[config.mk]
export PLATFORM = sky130hd
export DESIGN_NAME = frm_ctrl
export DESIGN_NICKNAME = d
export VERILOG_FILES = /design/src/hw/rtl/frm_pkg.sv /design/src/hw/rtl/frm_ctrl.sv
export SDC_FILE = /design/constraint.sdc
export NUM_CORES = 1
export LEC_CHECK = 0
export ABC_AREA = 1
export BUFFER_PORTS_ARGS = -buffer_cell sky130_fd_sc_hd__clkbuf_2
export CORE_AREA = 2 2 39 41
export CTS_CLUSTER_DIAMETER = 100
export DETAILED_ROUTE_END_ITERATION = 10
export DIE_AREA = 0 0 41 43
export MAX_ROUTING_LAYER = met4
export SLEW_MARGIN = 30
export SYNTH_ARGS = -nofsm -noshare
export SYNTH_HDL_FRONTEND = slang
export SYNTH_SLANG_ARGS = --single-unit
export TNS_END_PERCENT = 1
[constraint.sdc]
create_clock -name clk -period 0.9 [get_ports clk]
set_input_delay 0 -clock clk [delete_from_list [all_inputs] [get_ports clk]]
set_output_delay 0 -clock clk [all_outputs]
set_load 0.05 [all_outputs]
[src/hw/rtl/frm_pkg.sv]
// ----------------------------------------------------------------------------
// frm_pkg: shared types and constants of the fade ramp stereo mixer
// Configuration register indexes, stream widths, sequencer states and the
// command and status groups between the controller and the datapath.
// ----------------------------------------------------------------------------
package frm_pkg;

  localparam int CFG_IDX_W  = 3;
  localparam int CFG_DATA_W = 18;
  localparam int IN_DATA_W  = 32;
  localparam int OUT_DATA_W = 48;
  localparam int SMP_W      = 16;
  localparam int FRAME_NUM_W = 10;

  localparam logic [CFG_IDX_W-1:0] CFG_GAIN_LEFT      = 3'd0;
  localparam logic [CFG_IDX_W-1:0] CFG_GAIN_RIGHT     = 3'd1;
  localparam logic [CFG_IDX_W-1:0] CFG_FADE_START     = 3'd2;
  localparam logic [CFG_IDX_W-1:0] CFG_FADE_STEP      = 3'd3;
  localparam logic [CFG_IDX_W-1:0] CFG_STEP_COUNT     = 3'd4;
  localparam logic [CFG_IDX_W-1:0] CFG_SEGMENT_FRAMES = 3'd5;
  localparam logic [CFG_IDX_W-1:0] CFG_FRAME_COUNT    = 3'd6;

  localparam logic [15:0] GAIN_RST          = 16'd16384;
  localparam logic [17:0] FADE_START_RST    = 18'd65536;
  localparam logic [17:0] FADE_STEP_RST     = 18'd0;
  localparam logic [5:0]  STEP_COUNT_RST    = 6'd0;
  localparam logic [10:0] SEGMENT_FRAMES_RST = 11'd1024;
  localparam logic [10:0] FRAME_COUNT_RST   = 11'd1024;

  localparam logic [17:0] FADE_MAX = 18'd131072;
  localparam logic signed [SMP_W-1:0] SAT_MAX = 16'sh7fff;
  localparam logic signed [SMP_W-1:0] SAT_MIN = 16'sh8000;

  typedef enum logic [2:0] {
    ST_IDLE,
    ST_FADE,
    ST_MUL1,
    ST_MUL2,
    ST_SCALE,
    ST_ACC,
    ST_DONE
  } frm_state_t;

  typedef struct packed {
    logic capture;
    logic fade;
    logic mul1;
    logic mul2;
    logic scale;
    logic acc;
    logic finish;
    logic load_out;
  } frm_cmd_t;

  typedef struct packed {
    logic last_voice;
  } frm_sts_t;

endpackage

[src/hw/rtl/frm_ctrl.sv]
// ----------------------------------------------------------------------------
// frm_ctrl: sequencer of the fade ramp stereo mixer
// Steps one item at a time through the datapath and owns the input ready and
// the output valid flag.
// ----------------------------------------------------------------------------
module frm_ctrl import frm_pkg::*; (
  input  logic     clk,
  input  logic     rst,
  input  logic     in_valid,
  output logic     in_ready,
  output logic     out_valid,
  input  logic     out_ready,
  input  frm_sts_t sts,
  output frm_cmd_t cmd
);

  frm_state_t state;
  frm_state_t state_next;

  always_ff @(posedge clk) begin
    if (rst) begin
      state <= ST_IDLE;
    end else begin
      state <= state_next;
    end
  end

  always_comb begin
    state_next = state;
    cmd        = '0;
    in_ready   = 1'b0;
    unique case (state)
      ST_IDLE: begin
        in_ready = 1'b1;
        if (in_valid) begin
          cmd.capture = 1'b1;
          state_next  = ST_FADE;
        end
      end
      ST_FADE: begin
        cmd.fade   = 1'b1;
        state_next = ST_MUL1;
      end
      ST_MUL1: begin
        cmd.mul1   = 1'b1;
        state_next = ST_MUL2;
      end
      ST_MUL2: begin
        cmd.mul2   = 1'b1;
        state_next = ST_SCALE;
      end
      ST_SCALE: begin
        cmd.scale  = 1'b1;
        state_next = ST_ACC;
      end
      ST_ACC: begin
        cmd.acc    = 1'b1;
        state_next = ST_DONE;
      end
      ST_DONE: begin
        // A result may only be loaded once the previous one has been taken.
        if (!sts.last_voice || !out_valid || out_ready) begin
          cmd.finish   = 1'b1;
          cmd.load_out = sts.last_voice;
          state_next   = ST_IDLE;
        end
      end
      default: begin
        state_next = ST_IDLE;
      end
    endcase
  end

  always_ff @(posedge clk) begin
    if (rst) begin
      out_valid <= 1'b0;
    end else if (cmd.load_out) begin
      out_valid <= 1'b1;
    end else if (out_ready) begin
      out_valid <= 1'b0;
    end
  end

  a_item_latency: assert property (@(posedge clk) disable iff (rst)
    in_valid && in_ready |-> ##6 state == ST_DONE)
    else $error("item did not reach the final step on time");

  a_no_overwrite: assert property (@(posedge clk) disable iff (rst)
    cmd.load_out |-> (!out_valid || out_ready))
    else $error("pending result overwritten");

  a_hold_on_stall: assert property (@(posedge clk) disable iff (rst)
    state == ST_DONE && sts.last_voice && out_valid && !out_ready |=> state == ST_DONE)
    else $error("sequencer left the final step while the output was stalled");

endmodule

Yosys cells after proc, flatten, opt, wreduce, memory -nomap -nowiden
Cells that the tools add are included.
{ "op_classes": {"mux": 15, "n_eq_ne": 8, "n_reduce_logical": 7} }
{ "op_table": {"columns": ["operator", "count"], "rows": [
  ["3-bit one-hot mux with 7 select lines", 1],
  ["1-bit two-way mux", 10],
  ["3-bit equality test, second input constant", 3],
  ["3-bit by 2-bit equality test with 1-bit output, second input constant", 2],
  ["3-bit two-way mux", 2],
  ["2-bit two-way mux", 2],
  ["2-bit != test, second input constant", 2],
  ["3-bit by 1-bit equality test with 1-bit output, second input constant", 1],
  ["3-bit logical NOT", 1],
  ["1-bit logical NOT", 2],
  ["1-bit logical OR", 2],
  ["2-bit AND reduction", 1],
  ["2-bit nonzero test", 1]
]} }
{ "word_totals": {"regBits": 4, "word_cells": 32, "inputBits": 5} }

Logic depth before layout (Yosys ltp)
Gate-level depths: netlist of run 1.
{ "logic_depth": {"ltp_word": 6, "mapped_depth": 6, "mapped_depth_nobuf": 6} }

Worst setup path before layout of run 1
OpenSTA, ideal clock, no wires.
{ "synth_path": {"kind": "register to output", "startpoint": "register state[0]", "endpoint": "output cmd[7] in the netlist's numbering", "t_required_ns": 0.900, "t_arrival_ns": 1.538, "path_slack_ns": -0.638, "n_path_buf": 0, "path_stages_with_launch": 4, "path_cell_list": "dfxtp_1 inv_1 nand2_1 nor3_1"} }
{ "synth_rtl": {"columns": ["item", "line_no", "text"], "rows": [
  ["start: declaration", "frm_ctrl.sv:17", "frm_state_t state;"],
  ["start signal: assignment", "frm_ctrl.sv:24", "state <= state_next;"],
  ["end: declaration", "frm_ctrl.sv:14", "output frm_cmd_t cmd"]
]} }

==> results of run 1 <==
[layer usage]
| layer | global-route usage [%] | vias to the layer above |
|---|---|---|
| met1 | 8.44 | 166 |
| met4 | 4.00 | 0 |
| met2 | 17.8 | 8 |
| li1 | - | 192 |
| met5 | - | - |
| met3 | 6.28 | 2 |
[worst max path at each step]
| stage | slack (ns) | to |
|---|---|---|
| 3_3_place_gp | -0.07 | cmd[1] |
| 5_1_grt | -0.28 | cmd[7] |
| 3_5_place_dp | -0.09 | cmd[1] |
| 2_1_floorplan | -0.17 | state[0] |
| 6_report | -0.20 | cmd[7] |
| 4_1_cts | -0.22 | cmd[7] |
[kinds of logic after synthesis]
logic type | count (synthesis) | synth area share, %
flip-flops | 4 | 32.8
AND/OR/NAND/NOR | 31 | 51.3
AO/OA/AOI/OAI | 2 | 5.13
buffers and inverters | 7 | 10.8
[sequential cells by signal, summed over array words and instances (netlist names)]
register and flops:
out_valid 1, state 3
[placed cells by master, fill, tap and decap left out]
| master | n |
|---|---|
| nand3_1 | 3 |
| nor2_4 | 6 |
| nor2_1 | 7 |
| nand3_2 | 1 |
| dfxtp_2 | 2 |
| clkbuf_4 | 3 |
| a21boi_1 | 1 |
| clkbuf_2 | 5 |
| buf_6 | 1 |
| dlygate4sd3_1 | 1 |
| nor3_4 | 1 |
| nor2_2 | 3 |
| buf_4 | 8 |
| nand2_4 | 1 |
| a21oi_1 | 1 |
| inv_1 | 3 |
| dfxtp_4 | 2 |
| buf_8 | 5 |
| inv_2 | 4 |
| nand2_1 | 9 |
| clkbuf_8 | 4 |
[worst min-delay path: stages]
cell and delay (ns):
clkbuf_2 0.11, a21boi_1 0.06, nor2_1 0.08
[cell type report]
type                            count  area share [%]
Timing Repair Buffer               24            39.0
Multi-Input combinational cell     33            34.8
Sequential cell                     4            14.8
Inverter                            7            4.33
Clock buffer                        3            3.71
Tap cell                           16            3.30
[stage by stage]
stage | instances | setup WS (ns) | total power, mW
2_1_floorplan | 44 | -0.173 | 0.445
3_3_place_gp | 83 | -0.0687 | 0.537
3_5_place_dp | 83 | -0.0914 | 0.537
4_1_cts | 87 | -0.221 | 0.818
5_1_grt | 87 | -0.278 | 0.882
6_report | 87 | -0.204 | 0.827
[power breakdown]
part           total (mW)  internal, mW  leakage [nW]  switching, mW
registers           0.210         0.193        0.0350         0.0177
clock network       0.212         0.148        0.0138         0.0638
logic               0.404         0.167         0.232          0.237
[repair_timing]
| item | 4_1_cts | 5_1_grt |
|---|---|---|
| hold endpoints to repair | 3 | 0 |
| cloned | 0 | 0 |
| gates resized for setup | 23 | 8 |
| hold buffers | 1 | 0 |
| pin swaps | 1 | 0 |
| endpoints found under the setup margin | 12 | 13 |
==> metrics.txt, run 1 <==
status=complete, but fails checks; failing checks=negative setup slack; Cell Chain, Critical Path=inv_2 > buf_6 > nand2_4 > nor3_4 > buf_8; Max stage delay cell, worst path=dfxtp_2; Final ANT Viol Nets=0; count of different cell masters after synthesis=9; slew at the pin with the worst max-slew slack=0.276 ns; Hold EP=out_valid; delay-heaviest family, CP=buffers and inverters; first-pass GRT wire length=between 1 and 1.5 mm; Metal-1 WL=266 um; layout cells sized above 1=64.8%; Synth-to-Final Area Change=149%; flop2flop setup slack=-0.05 ns; Syn. warnings=0; fin. max-slew vios=0; Max clock buf depth=2; crit-path max cell delay=around 0.32 ns; core area=1380 um^2; Multi-input gate area=roughly 210 um^2; Slew HR=81.7%; Die X=between 40 and 50 um; CP bufs+invs=3; worst hold slack=0.0584 ns; Mean Syn Cell Area=5.55 um^2; H-tree levels=1; met3 wire length=28 um; max capacitance violation total=0; Critical R2R Launch=state[0]; starting density of the core=17.6%; hpwl dp=557 um; via count=about 370; final core utilization=43.9%; Commonest cells post-synth=nor2_1, nand2_1, inv_1; syn nets=49; Setup WS post-layout=-0.204 ns; Final setup viols=11; Initial DRT Pass Iterations=2; WL/cell=8.62 um; #FFs+latches synth=4; pin count of the biggest net entering global routing=7; met2 WL post-DR=449 um; post-synth top area cell=dfxtp_1; Die H=43 um; max layer used=met4; Seq/Total Area, Yosys=32.8%; crit path from=state[0]; Area contributors post-synth=dfxtp_1, nor2_1, nand2_1; R2R depth=5; row cnt=14; Post-synth EDFFs=0; r2r endpoint=state[1]; postcts setup bufs=0; Cell Area, Synth=244 um^2; n_diodes=0; clk slew on worst S/H paths=0.04 ns; Hold WC Path Type=input pin to flop; WS Path Type=flop to output port; I/O pin total=15; cell count of the worst hold path=3; # DRC=0; initial antenna violation count=0; Crit Path Max Fanout=3; die area=around 1800 um^2; Period minus WS final=1.10 ns; Vias/cell=4.23; GR Overflow Total=0; CTS Sinks=4; CP endpoint kind=output port; nets@finish=slightly below 80; DRT iter0 DRCs=9; CP startpoint kind=flop; CP arrival=1.10 ns; DP Area=473 um^2; sequential cell area=90.1 um^2; period utilisation layout=123%; setup TNS=-1.49 ns; global-route usage over all layers=10.4%; RSZ-0062 raised after global routing=true; CTS tree=done; WL final=750 um; cell with the most instances after synthesis=nor2_1; power per cell area=1360 nW/um^2; latest clock arrival within the worst-skew pair=0.23 ns; fmax=between 0.9 and 1 GHz; Hold Fails Final Rpt=0; synthesized netlist cell count=44; Leakage=between 0.2 and 0.3 nW; FILL cells=about 140; ys async rst share=0%; Synth Flop Type=dfxtp_1; WP depth=5; Clock Skew=approximately 0.0027 ns; root buffer cell=clkbuf_4; via count of the first global-routing pass=329; VDD IR max=0.000834 V; RD Place Congestion=~0.74; Hold Startpoint=sts; total CTS buffers=3; I/O Buffers=14; WP data required=about 0.9 ns; post-synth top area share=32.8%; post-layout instance area=607 um^2
No activity file was read; power rests on OpenSTA's default activity.
==> run 2, diff against run 1 <==
- ABC_AREA: 1 -> default
==> run 2 against run 1 <==
Effect of this change: largest cell class unchanged; sequential share of layout area shrank 0.075 points; the run still ends with negative setup slack left; final area rose by 3.3%; worst setup slack lost 0.089 ns; synthesized area is 19% higher; clock power is 2% higher; clock skew down 0.0024 ns.
==> metrics.txt, run 2 <==
Seq/Total Area, Yosys=27.5% (-5.4 points); post-synth top area cell=dfxtp_1; Die H=43 um (unchanged); n_diodes=0 (unchanged); Area contributors post-synth=dfxtp_1, or3b_1, nor3b_1; max capacitance violation total=0 (unchanged); Cell Area, Synth=292 um^2 (+19%); Leakage=0.268 nW (-4.3%); most common cell after layout, fill and taps aside=buf_4; first-pass GRT wire length=1.45 mm (+24%); status=complete, but fails checks; core area=1380 um^2 (unchanged); Synth-to-Final Area Change=115%; I/O pin total=15 (unchanged); post-synth top area share=27.5% (-5.4 points); I/O Buffers=14 (unchanged); H-tree levels=1 (unchanged); Total Power=786 uW (-5.0%); RD Place Congestion=0.614 (-17%); VDD IR max=0.00100 V (+20%); Crit Path Max Fanout=6 (+3); Cell Chain, Critical Path=buf_6 > nor3_4 > and2_4 > clkbuf_16; Max clock buf depth=2 (unchanged); Vias/cell=4.82 (+14%); Reg with most FFs=state; synthesized netlist cell count=31 (-30%); CP startpoint kind=flop; worst hold slack=0.0262 ns (-0.0321 ns); DRT iter0 DRCs=0 (-9); placed insts=65 (-22%); Syn. warnings=0 (unchanged); #FFs+latches synth=4 (unchanged); cell with the most instances after synthesis=dfxtp_1; hpwl dp=493 um (-11%); Initial DRT Pass Iterations=1 (-1); fin. max-slew vios=0 (unchanged); Die X=41 um (unchanged); layout cells sized above 1=80.4% (+16 points); CP endpoint kind=output port; Max stage delay cell, worst path=dfxtp_4; Mean Syn Cell Area=9.40 um^2 (+70%); Slew HR=81.7% (about the same); Post-synth EDFFs=0 (unchanged); count of different cell masters after synthesis=23 (+14); CTS Sinks=4 (unchanged); CP arrival=1.19 ns (+0.09 ns); Hold Buf Count CTS=0 (-1); Period minus WS final=1.19 ns (+0.0888 ns); crit-path max cell delay=0.35 ns (+0.03 ns); CTS tree=done; WL/cell=11.9 um (+39%); Commonest cells post-synth=dfxtp_1, nor3b_1, or3b_1; WL final=860 um (+15%); slew at the pin with the worst max-slew slack=0.275 ns (-0.00113 ns); delay-heaviest family, CP=flip-flops; Final ANT Viol Nets=0 (unchanged); initial antenna violation count=0 (unchanged); Hold WC Path Type=input pin to flop; CP bufs+invs=2 (-1); Clock Skew=0.000326 ns (-0.00236 ns); ys async rst share=0% (unchanged); RSZ-0062 raised after global routing=true; row cnt=14 (unchanged); Final setup viols=13 (+2); starting density of the core=21.1% (+3.4 points); GR Overflow Total=0 (unchanged); global-route usage over all layers=12.6% (+2.1 points); # DRC=0 (unchanged); WP data required=0.90 ns (about the same); DP Area=443 um^2 (-6.3%); failing checks=negative setup slack; latest clock arrival within the worst-skew pair=0.23 ns (about the same); number of flip-flops in the largest register=3 (unchanged); post-layout instance area=627 um^2 (+3.3%); Setup WS post-layout=-0.293 ns (-0.0888 ns); most frequent cells in the layout=buf_4, clkbuf_2, buf_6; Hold Fails Final Rpt=0 (unchanged); via count=347 (-5.7%); Non-Filler Instances=72 (-17%); die area=1760 um^2 (unchanged); period utilisation layout=133% (+9.9 points); clk slew on worst S/H paths=0.04 ns (about the same); total CTS buffers=3 (unchanged); WS Path Type=flop to output port; power per cell area=1250 nW/um^2 (-8.1%); nets@finish=63 (-19%); root buffer cell=clkbuf_4; fmax=0.838 GHz (-7.4%); setup TNS=-2.52 ns (-1.04 ns); Top Registers=state x3, out_valid x1; pin count of the biggest net entering global routing=15 (+8); syn nets=36 (-27%); Synth Flop Type=dfxtp_1; via count of the first global-routing pass=338 (+2.7%)
run 2: layer usage:
metal / wire length, um / track usage (%) / vias to the layer above
li1: - / - / 169
met3: 51 / 7.33 / 2
met4: 8 / 4.00 / 0
met2: 429 / 17.2 / 12
met5: 0 / - / -
met1: 372 / 15.1 / 164
run 2: worst paths after layout:
check                                from         to  slack, ns  depth (start not counted)
worst max-delay path             state[1]     cmd[7]      -0.29                          4
worst min-delay path                  rst  out_valid       0.03                          2
worst max register to register   state[1]   state[1]      -0.23                          4
worst min register to register  out_valid  out_valid       0.53                          2
run 2: where the power goes:
part	internal [mW]	leakage, nW	switching, mW
clock	0.149	0.0138	0.0679
sequential	0.190	0.0353	0.0307
combinational	0.174	0.219	0.174
run 2: timing repair:
action | CTS | global route
cloned | 0 | 0
resized for setup | 31 | 8
pin swaps | 5 | 3
hold endpoints to repair | 0 | 0
buffers inserted | 3 | 1
setup endpoints to repair | 13 | 14
run 2: stage by stage:
stage,setup slack [ns],util [%]
2_1_floorplan,-0.381,-
3_3_place_gp,-0.197,32.0
3_5_place_dp,-0.219,32.0
4_1_cts,-0.291,43.7
5_1_grt,-0.353,45.3
6_report,-0.293,45.3
run 2: area by class of cell:
cell class	count	area (um^2)
sequential	4	92.6
timing repair buffer	25	259
clock buffer	3	22.5
tap	16	20.0
fill	127	757
multi-input combinational	24	233
run 2: cells by family after synthesis:
logic type	count (synthesis)	share of synthesized area, %
and+or+nand+nor	20	52.4
buffers and inverters	3	8.15
AOI/OAI and AO/OA	4	12.0
DFF	4	27.5
